[config.mk]
export PLATFORM = sky130hd
export DESIGN_NAME = context_steering_map
export DESIGN_NICKNAME = d
export VERILOG_FILES = /design/src/design/csm_pkg.sv /design/src/design/csm_front.sv /design/src/design/csm_queue.sv /design/src/design/csm_back.sv /design/src/design/context_steering_map.sv
export SDC_FILE = /design/constraint.sdc
export NUM_CORES = 2
export LEC_CHECK = 0
export BUFFER_PORTS_ARGS = -buffer_cell sky130_fd_sc_hd__clkbuf_2
export CAP_MARGIN = 20
export CORE_MARGIN = 8
export CORE_UTILIZATION = 55
export CTS_CLUSTER_DIAMETER = 100
export DETAILED_ROUTE_END_ITERATION = 10
export PLACE_DENSITY = 0.71
export SLEW_MARGIN = 10
export SYNTH_ARGS = -nofsm -noshare
export SYNTH_HDL_FRONTEND = slang
export SYNTH_HIERARCHICAL = 1
export SYNTH_SLANG_ARGS = --single-unit
[constraint.sdc]
create_clock -name clk -period 8.9 [get_ports clk]
set_input_delay 0.445 -clock clk [delete_from_list [all_inputs] [get_ports clk]]
set_output_delay 0.445 -clock clk [all_outputs]
set_load 0.1 [all_outputs]
[src/design/csm_pkg.sv]
// Shared types and constants for the context steering map.
// Holds the command format passed from the front end to the executor, plus
// Q7.8 helpers. No dependencies.
package csm_pkg;

  // Fixed field widths of the item and result transfers, and the queue depth.
  localparam int WEIGHT_W    = 16;
  localparam int DIR_IN_W    = 3;
  localparam int BEST_W      = 4;
  localparam int FORCE_W     = 15;
  localparam int QUEUE_DEPTH = 2;

  // 1.0 in signed Q7.8, the cap on the minimum danger.
  localparam logic signed [WEIGHT_W-1:0] Q_ONE = 16'sd256;

  // Saturation limits of a slot value.
  localparam logic signed [WEIGHT_W:0] SAT_MAX = 17'sd32767;
  localparam logic signed [WEIGHT_W:0] SAT_MIN = -17'sd32768;

  // Work the executor carries out.
  typedef enum logic [1:0] {
    CMD_CLEAR = 2'd0,
    CMD_ADD   = 2'd1,
    CMD_CALC  = 2'd2
  } cmd_kind_t;

  // One classified command in the queue.
  typedef struct packed {
    cmd_kind_t                   kind;
    logic                        map_select;
    logic [DIR_IN_W-1:0]         direction;
    logic signed [WEIGHT_W-1:0]  weight;
  } cmd_t;

  // Saturating add of two signed Q7.8 values.
  function automatic logic signed [WEIGHT_W-1:0] sat_add(
    input logic signed [WEIGHT_W-1:0] a,
    input logic signed [WEIGHT_W-1:0] b
  );
    logic signed [WEIGHT_W:0] sum;
    sum = {a[WEIGHT_W-1], a} + {b[WEIGHT_W-1], b};
    if (sum > SAT_MAX) begin
      return SAT_MAX[WEIGHT_W-1:0];
    end else if (sum < SAT_MIN) begin
      return SAT_MIN[WEIGHT_W-1:0];
    end else begin
      return sum[WEIGHT_W-1:0];
    end
  endfunction

endpackage

[src/design/csm_front.sv]
// Front end of the context steering map: accepts item transfers, drops
// items that have no effect and turns the rest into queue commands.
// Depends on csm_pkg.
module csm_front
  import csm_pkg::*;
#(
  parameter int DIRECTIONS = 8
) (
  input  logic                       in_valid,
  output logic                       in_stall,
  input  logic [1:0]                 op,
  input  logic                       map_select,
  input  logic [DIR_IN_W-1:0]        direction,
  input  logic signed [WEIGHT_W-1:0] weight,
  input  logic                       full,
  output logic                       push,
  output cmd_t                       push_cmd
);

  // Operation codes of the item transfer.
  localparam logic [1:0] OP_CLEAR = 2'd0;
  localparam logic [1:0] OP_ADD   = 2'd1;
  localparam logic [1:0] OP_CALC  = 2'd2;

  logic keep;
  logic dir_ok;
  logic accepted;

  // The whole front is stalled while the queue has no free entry.
  assign in_stall = full;
  assign accepted = in_valid && !full;

  // An add aimed past the last slot changes nothing.
  assign dir_ok = ({29'd0, direction} < 32'(DIRECTIONS));

  // Classify the item into a command, or mark it as one to drop.
  always_comb begin
    push_cmd.map_select = map_select;
    push_cmd.direction  = direction;
    push_cmd.weight     = weight;
    push_cmd.kind       = CMD_CLEAR;
    keep                = 1'b0;
    case (op)
      OP_CLEAR: begin
        push_cmd.kind = CMD_CLEAR;
        keep          = 1'b1;
      end
      OP_ADD: begin
        push_cmd.kind = CMD_ADD;
        keep          = dir_ok;
      end
      OP_CALC: begin
        push_cmd.kind = CMD_CALC;
        keep          = 1'b1;
      end
      default: begin
        keep = 1'b0;
      end
    endcase
  end

  // A push happens only for an accepted item that does work.
  assign push = accepted && keep;

endmodule

[src/design/csm_queue.sv]
// Short command queue between the front end and the executor of the
// context steering map. Depends on csm_pkg.
module csm_queue
  import csm_pkg::*;
(
  input  logic clk,
  input  logic rst,
  input  logic push,
  input  cmd_t push_cmd,
  output logic full,
  input  logic pop,
  output logic head_valid,
  output cmd_t head_cmd
);

  localparam int PTR_W = $clog2(QUEUE_DEPTH);
  localparam int CNT_W = $clog2(QUEUE_DEPTH + 1);

  cmd_t             entries [QUEUE_DEPTH];
  logic [PTR_W-1:0] wr_ptr;
  logic [PTR_W-1:0] rd_ptr;
  logic [CNT_W-1:0] count;

  assign full       = (count == CNT_W'(QUEUE_DEPTH));
  assign head_valid = (count != '0);
  assign head_cmd   = entries[rd_ptr];

  // Pointer and fill count bookkeeping; pushes and pops may share a cycle.
  always_ff @(posedge clk) begin
    if (rst) begin
      wr_ptr <= '0;
      rd_ptr <= '0;
      count  <= '0;
    end else begin
      if (push) begin
        entries[wr_ptr] <= push_cmd;
        wr_ptr          <= (wr_ptr == PTR_W'(QUEUE_DEPTH - 1)) ? '0 : wr_ptr + 1'b1;
      end
      if (pop) begin
        rd_ptr <= (rd_ptr == PTR_W'(QUEUE_DEPTH - 1)) ? '0 : rd_ptr + 1'b1;
      end
      if (push && !pop) begin
        count <= count + 1'b1;
      end else if (pop && !push) begin
        count <= count - 1'b1;
      end
    end
  end

endmodule

[src/design/csm_back.sv]
// Executor of the context steering map: holds the interest and danger
// slots, carries out clear, add and calculate commands and drives the
// result transfer. Depends on csm_pkg.
module csm_back
  import csm_pkg::*;
#(
  parameter int DIRECTIONS = 8
) (
  input  logic                clk,
  input  logic                rst,
  input  logic                head_valid,
  input  cmd_t                head_cmd,
  output logic                pop,
  output logic                out_valid,
  input  logic                out_stall,
  output logic [BEST_W-1:0]   heading,
  output logic [FORCE_W-1:0]  force_res
);

  localparam int SW     = $clog2(DIRECTIONS);
  localparam int LEAVES = 1 << SW;
  localparam int NODES  = 2 * LEAVES - 1;

  typedef enum logic [1:0] {
    ST_IDLE,
    ST_ZERO,
    ST_PICK
  } state_t;

  state_t                      state;
  logic signed [WEIGHT_W-1:0]  interest [DIRECTIONS];
  logic signed [WEIGHT_W-1:0]  danger   [DIRECTIONS];
  logic signed [WEIGHT_W-1:0]  min_d;

  logic [SW-1:0]               dir_s;
  logic [SW-1:0]               dir_lo;
  logic [SW-1:0]               dir_hi;
  logic signed [WEIGHT_W-1:0]  share;
  logic signed [WEIGHT_W-1:0]  amount [DIRECTIONS];
  logic signed [WEIGHT_W-1:0]  sum    [DIRECTIONS];

  logic signed [WEIGHT_W-1:0]  min_node [NODES];
  logic signed [WEIGHT_W-1:0]  max_val  [NODES];
  logic [SW-1:0]               max_idx  [NODES];
  logic                        max_ok   [NODES];
  logic signed [WEIGHT_W-1:0]  min_capped;

  // Commands leave the queue only when the executor is idle.
  assign pop = (state == ST_IDLE) && head_valid;

  // Target slot and its two ring neighbors for an add.
  assign dir_s  = SW'(head_cmd.direction);
  assign dir_lo = (dir_s == '0) ? SW'(DIRECTIONS - 1) : dir_s - 1'b1;
  assign dir_hi = (dir_s == SW'(DIRECTIONS - 1)) ? '0 : dir_s + 1'b1;
  assign share  = head_cmd.weight >>> 2;

  // Each slot lane works out its own share of the add and its saturated sum.
  always_comb begin
    for (int i = 0; i < DIRECTIONS; i++) begin
      if (dir_s == SW'(i)) begin
        amount[i] = head_cmd.weight;
      end else if (dir_lo == SW'(i) || dir_hi == SW'(i)) begin
        amount[i] = share;
      end else begin
        amount[i] = '0;
      end
      sum[i] = sat_add(head_cmd.map_select ? danger[i] : interest[i], amount[i]);
    end
  end

  // Leaves of the minimum and best-interest trees; padding never wins.
  for (genvar g = 0; g < LEAVES; g++) begin : g_leaf
    if (g < DIRECTIONS) begin : g_slot
      assign min_node[LEAVES-1+g] = danger[g];
      assign max_val[LEAVES-1+g]  = interest[g];
      assign max_idx[LEAVES-1+g]  = SW'(g);
      assign max_ok[LEAVES-1+g]   = (interest[g] > 0);
    end else begin : g_pad
      assign min_node[LEAVES-1+g] = Q_ONE;
      assign max_val[LEAVES-1+g]  = '0;
      assign max_idx[LEAVES-1+g]  = '0;
      assign max_ok[LEAVES-1+g]   = 1'b0;
    end
  end

  // Inner nodes. The right child carries higher slots, so it wins the
  // best-interest compare only when strictly larger.
  for (genvar k = 0; k < LEAVES - 1; k++) begin : g_node
    logic pick_r;
    assign min_node[k] = (min_node[2*k+2] < min_node[2*k+1]) ? min_node[2*k+2]
                                                               : min_node[2*k+1];
    assign pick_r = max_ok[2*k+2] &&
                    (!max_ok[2*k+1] || (max_val[2*k+2] > max_val[2*k+1]));
    assign max_val[k] = pick_r ? max_val[2*k+2] : max_val[2*k+1];
    assign max_idx[k] = pick_r ? max_idx[2*k+2] : max_idx[2*k+1];
    assign max_ok[k]  = max_ok[2*k+2] || max_ok[2*k+1];
  end

  // The minimum danger never goes above 1.0.
  assign min_capped = (min_node[0] < Q_ONE) ? min_node[0] : Q_ONE;

  // Command sequencer, slot storage and result register.
  always_ff @(posedge clk) begin
    if (rst) begin
      state     <= ST_IDLE;
      out_valid <= 1'b0;
      for (int i = 0; i < DIRECTIONS; i++) begin
        interest[i] <= '0;
        danger[i]   <= '0;
      end
    end else begin
      // A taken result clears the register unless a new one loads it.
      if (out_valid && !out_stall && (state != ST_PICK)) begin
        out_valid <= 1'b0;
      end
      case (state)
        ST_IDLE: begin
          if (head_valid) begin
            case (head_cmd.kind)
              CMD_CLEAR: begin
                for (int i = 0; i < DIRECTIONS; i++) begin
                  interest[i] <= '0;
                  danger[i]   <= '0;
                end
              end
              CMD_ADD: begin
                for (int i = 0; i < DIRECTIONS; i++) begin
                  if (head_cmd.map_select) begin
                    danger[i] <= sum[i];
                  end else begin
                    interest[i] <= sum[i];
                  end
                end
              end
              CMD_CALC: begin
                min_d <= min_capped;
                state <= ST_ZERO;
              end
              default: begin
              end
            endcase
          end
        end
        ST_ZERO: begin
          // Interest is lost for good wherever danger is above the minimum.
          for (int i = 0; i < DIRECTIONS; i++) begin
            if (danger[i] > min_d) begin
              interest[i] <= '0;
            end
          end
          state <= ST_PICK;
        end
        ST_PICK: begin
          if (!out_valid || !out_stall) begin
            out_valid <= 1'b1;
            if (max_ok[0]) begin
              heading   <= BEST_W'(max_idx[0]);
              force_res <= max_val[0][FORCE_W-1:0];
            end else begin
              heading   <= BEST_W'(DIRECTIONS);
              force_res <= '0;
            end
            state <= ST_IDLE;
          end
        end
        default: begin
          state <= ST_IDLE;
        end
      endcase
    end
  end

endmodule

[src/design/context_steering_map.sv]
// Context steering map top level: front end, command queue and executor.
// Depends on csm_pkg, csm_front, csm_queue and csm_back.
//
// The block keeps an interest map and a danger map of DIRECTIONS signed Q7.8
// slots. The front end takes one item transfer per cycle while the queue has
// room, into a two-entry command queue. Clear and add items are done in the
// idle state; a calculate passes through the idle, zero and pick states
// (minimum danger, interest masking, best-slot pick) and its result lands
// in an output register, so the next commands proceed while that result
// waits to be taken. The executor's loop sets the rate: commands are taken
// only in idle; a calculate waits in pick for the previous result to leave.
// Unused op codes and adds aimed past the last slot are taken and dropped.
module context_steering_map
  import csm_pkg::*;
#(
  parameter int DIRECTIONS = 8
) (
  input  logic                       clk,
  input  logic                       rst,
  input  logic                       in_valid,
  output logic                       in_stall,
  input  logic [1:0]                 op,
  input  logic                       map_select,
  input  logic [DIR_IN_W-1:0]        direction,
  input  logic signed [WEIGHT_W-1:0] weight,
  output logic                       out_valid,
  input  logic                       out_stall,
  output logic [BEST_W-1:0]          heading,
  output logic [FORCE_W-1:0]         force_res
);

  logic full;
  logic push;
  cmd_t push_cmd;
  logic pop;
  logic head_valid;
  cmd_t head_cmd;

  // Accept and classify items.
  csm_front #(
    .DIRECTIONS (DIRECTIONS)
  ) u_front (
    .in_valid   (in_valid),
    .in_stall   (in_stall),
    .op         (op),
    .map_select (map_select),
    .direction  (direction),
    .weight     (weight),
    .full       (full),
    .push       (push),
    .push_cmd   (push_cmd)
  );

  // Decouple the front end from the executor.
  csm_queue u_queue (
    .clk        (clk),
    .rst        (rst),
    .push       (push),
    .push_cmd   (push_cmd),
    .full       (full),
    .pop        (pop),
    .head_valid (head_valid),
    .head_cmd   (head_cmd)
  );

  // Carry out commands and deliver results.
  csm_back #(
    .DIRECTIONS (DIRECTIONS)
  ) u_back (
    .clk        (clk),
    .rst        (rst),
    .head_valid (head_valid),
    .head_cmd   (head_cmd),
    .pop        (pop),
    .out_valid  (out_valid),
    .out_stall  (out_stall),
    .heading    (heading),
    .force_res  (force_res)
  );

endmodule
==> flow_metrics.py <==
metrics = {
    "power": {
        "ir_worst_vdd_v": 0.000325,
        "swShare_pct": 50.1,
        "power_leakage_nw": 15.8,
        "clkPwrFrac_pct": 13.9,
        "finalPower_mw": 13.9,
        "power_frac_comb_pct": 67.7,
        "cell_internal_pwr_mw": 6.93,
        "switching_power_mw": 6.96,
        "power_density_mw_per_mm2": 390,
        "pwr-share-seq_pct": 18.4,
    },
    "sta": {
        "maxSlewViolCount": 0,
        "worst_slack_ns": 0.877,
        "skew_ns": 0.0589,
        "worst-slew-pin-transition_ns": 1.09,
        "min_period_ns": 8.02,
        "fin_tns_setup_ns": 0,
        "max_freq_mhz": 125,
        "timing.final.crit_share_pct": 90.1,
        "finalSetupViolCount": 0,
        "hold_violations": 0,
        "slew_headroom_pct": 27.0,
        "rsz0062_at_grt": "false",
    },
    "worst_setup_path": {
        "worstSetupEndpointType": "flop",
        "critical_path.max_fanout": 18,
        "path_class": "reg -> reg",
        "critPathTopFamily": "compound AO/OA/AOI/OAI gates",
        "required_ns": 9.26,
        "crit_slowest_cell": "mux2i_1",
        "timing.critical_path.buf_inv": 1,
        "worst_ep_arrival_time_ns": 8.39,
        "cpPeakStageDelay_ns": 0.65,
        "start_kind": "flop",
        "crit_top_cell": "o21a_1",
    },
    "synth": {
        "synth_edf_count": 255,
        "synthDistinctLibCells": 101,
        "yosysSeqAreaShare_pct": 28.6,
        "syn_nets": 4196,
        "ys_ff_latch": 343,
        "synth_ff_type": "edfxtp_1",
        "syn-cell-area_sq_mm": 0.0330,
        "avgSynthCellArea_sq_um": 8.94,
        "postSynthCellCount": 3686,
        "async_flop_share_pct": 0,
        "ys_warn_count": 6,
    },
    "detailed_routing": {
        "drt-wirelength-per-cell_microns": 25.7,
        "first_pass_iters": 6,
        "drc": 0,
        "drt_iter0_markers": 3564,
        "route.vias.total": 29900,
        "vias_per_cell": 6.68,
        "ant_nets": 0,
        "totalWireLength_mm": 115,
    },
    "placement": {
        "portBuffers": 46,
        "pre_cts_ws_ns": 1.25,
        "gp_routability_congestion": 1.03,
        "dpl.hpwl_mm": 87.6,
    },
    "cts": {
        "clk_path_buf_depth": 3,
        "cts-root-buf": "clkbuf_16",
        "numCtsBuffers": 42,
        "cts_tree": "yes",
        "cts_setup_buffers": 0,
        "clk_latency_ns": 0.63,
        "clock_sinks": 343,
        "h-tree-depth": 2,
        "path_clk_slew_ns": 0.06,
    },
    "die": {
        "design.core.area_sq_mm": 0.0591,
        "ioPinCount": 47,
        "start_util_pct": 55.7,
        "die_h_microns": 261,
        "dieWidth_microns": 261,
        "die-area_sq_mm": 0.0680,
        "rows": 89,
    },
    "global_routing": {
        "grt_pass1_vias": 27700,
        "grt.total_usage_pct": 33.1,
        "grt_pass1_wl_mm": 171,
        "antenna_found_initial": 1,
        "grt.overflow.total": 0,
        "grt_max_degree": 103,
    },
    "layout": {
        "final_layout_size_suffix_gt1_share_pct": 9.25,
        "fin_util_pct": 60.2,
        "area_growth_pct": 8.08,
        "finalNetCount": 4186,
        "n_antenna_cell": 0,
        "layout_commonest_cell": "ha_1",
        "final_cell_mix": "476 x ha_1, 281 x inv_1, 262 x o21ai_0, 260 x nand2_1, 255 x edfxtp_1",
    },
    "job": {
        "max_cap_violations": 0,
    },
    "outcome": {
        "status": "completed",
    },
    "hold_path": {
        "hold_class": "in -> reg",
    },
}
registers in the layout, indices dropped and copies added, names as in the netlist, named ones only:
signal	count
u_back/danger	128
u_back/force_res	15
u_back/heading	4
u_back/interest	128
u_back/min_d	16
u_back/out_valid	1
u_back/state	2
u_queue/count	2
u_queue/entries	44
u_queue/rd_ptr	1
u_queue/wr_ptr	1
final timing paths:
check / slack [ns] / depth (start not counted) / end / startpoint
worst max register to register: 0.88 / 30 / u_back/force_res[3] / u_back/interest[0][26]
worst max-delay path: 0.88 / 30 / u_back/force_res[3] / u_back/interest[0][26]
worst min register to register: 0.50 / 2 / u_queue/count[1] / u_queue/count[1]
worst min-delay path: 0.01 / 1 / u_queue/entries[0][10] / weight[10]
through the flow:
stage	hold slack, ns	instances	area [sq um]
after floorplan	0.456	3686	33000
after global placement	0.481	4383	33900
after detailed placement	0.494	4388	33900
after CTS	0.000548	4480	35600
after global routing	0.0234	4483	35600
final	0.0102	4483	35600
area by class of cell:
class | instances | area, sq um
clock buffer | 54 | 1200
clock inverter | 24 | 339
fill | 5212 | 23500
inverter | 282 | 1060
multi-input combinational | 2879 | 21700
sequential | 343 | 9420
tap | 773 | 967
timing repair buffer | 128 | 905
cells by family (layout without fill, tap and decap cells):
| family | after synthesis | after routing | synth area share [%] |
|---|---|---|---|
| XOR/XNOR | 96 | 96 | 2.55 |
| buffers and inverters | 464 | 488 | 5.63 |
| AO/OA/AOI/OAI | 1151 | 1151 | 24.1 |
| flip-flops | 343 | 343 | 28.6 |
| AND/OR/NAND/NOR | 945 | 945 | 14.0 |
| multiplexers | 203 | 203 | 6.58 |
| adder cells (fa/ha/maj) | 484 | 484 | 18.6 |
synth_stat cells (8+ instances only):
| cell type | n | area share, % |
|---|---|---|
| o31ai_1 | 9 | 0.21 |
| nand3_1 | 64 | 0.97 |
| o21ai_1 | 10 | 0.15 |
| a21oi_1 | 230 | 3.5 |
| o21a_1 | 92 | 2.1 |
| xnor2_1 | 65 | 1.7 |
| a21boi_0 | 42 | 0.96 |
| dfxtp_1 | 88 | 5.3 |
| buf_2 | 19 | 0.29 |
| or3_1 | 15 | 0.28 |
| nor4_1 | 43 | 0.82 |
| ha_1 | 476 | 18 |
| nor2b_1 | 60 | 1.1 |
| a41oi_1 | 9 | 0.24 |
| o21ai_0 | 266 | 4.0 |
| nand2_1 | 260 | 3.0 |
| o2bb2ai_1 | 44 | 1.2 |
| and4_1 | 9 | 0.24 |
| mux2_2 | 94 | 3.2 |
| fa_1 | 8 | 0.49 |
| mux2i_1 | 107 | 3.3 |
| nand4_1 | 58 | 1.1 |
| or2_2 | 15 | 0.28 |
| buf_4 | 21 | 0.48 |
| a22o_1 | 112 | 3.0 |
| nand2b_1 | 39 | 0.74 |
| a221o_1 | 13 | 0.39 |
| a31oi_1 | 34 | 0.65 |
| a32o_1 | 33 | 1.0 |
| a22oi_1 | 13 | 0.30 |
| clkbuf_1 | 118 | 1.3 |
| a21o_1 | 90 | 2.1 |
| nor3_1 | 58 | 0.88 |
| inv_1 | 282 | 3.2 |
| o211ai_1 | 22 | 0.50 |
| a211oi_1 | 19 | 0.43 |
| and3_1 | 12 | 0.23 |
| buf_1 | 21 | 0.24 |
| nor2_1 | 245 | 2.8 |
| edfxtp_1 | 255 | 23 |
| a211o_1 | 13 | 0.35 |
| and2_1 | 23 | 0.44 |
| xor2_1 | 31 | 0.82 |
| nand3b_1 | 10 | 0.23 |
worst reg2reg max path: cells and delay by family, from the launching register on:
| family | cells | cell delay (ns) |
|---|---|---|
| mux | 1 | 0.65 |
| compound gates | 15 | 3.36 |
| buf+inv | 1 | 0.40 |
| simple gates | 10 | 1.95 |
| fa+ha+maj | 3 | 0.99 |
| flops | 1 | 0.48 |
per-layer routing:
metal | wire (microns) | global-route usage, % | vias up
met1 | 48200 | 45.9 | 14200
met4 | 5100 | 13.3 | 0
met5 | 0 | 0 | -
met2 | 47700 | 48.8 | 1656
met3 | 14100 | 8.20 | 294
li1 | - | - | 13800
what timing repair did:
item | in CTS | in global routing
endpoints found under the hold margin | 28 | 0
resized for setup | 0 | 0
hold buffers | 14 | 0
power by group through the flow:
| stage | Combinational (mW) | Sequential (mW) | Clock [mW] |
|---|---|---|---|
| 4_1_cts | 9.18 | 2.53 | 1.93 |
| 3_5_place_dp | 9.12 | 2.56 | 0 |
| 2_1_floorplan | 6.93 | 2.40 | 0 |
| 6_report | 9.41 | 2.56 | 1.92 |
| 5_1_grt | 10.2 | 2.57 | 1.99 |
| 3_3_place_gp | 8.99 | 2.56 | 0 |
No activity file was read; power rests on OpenSTA's default activity.
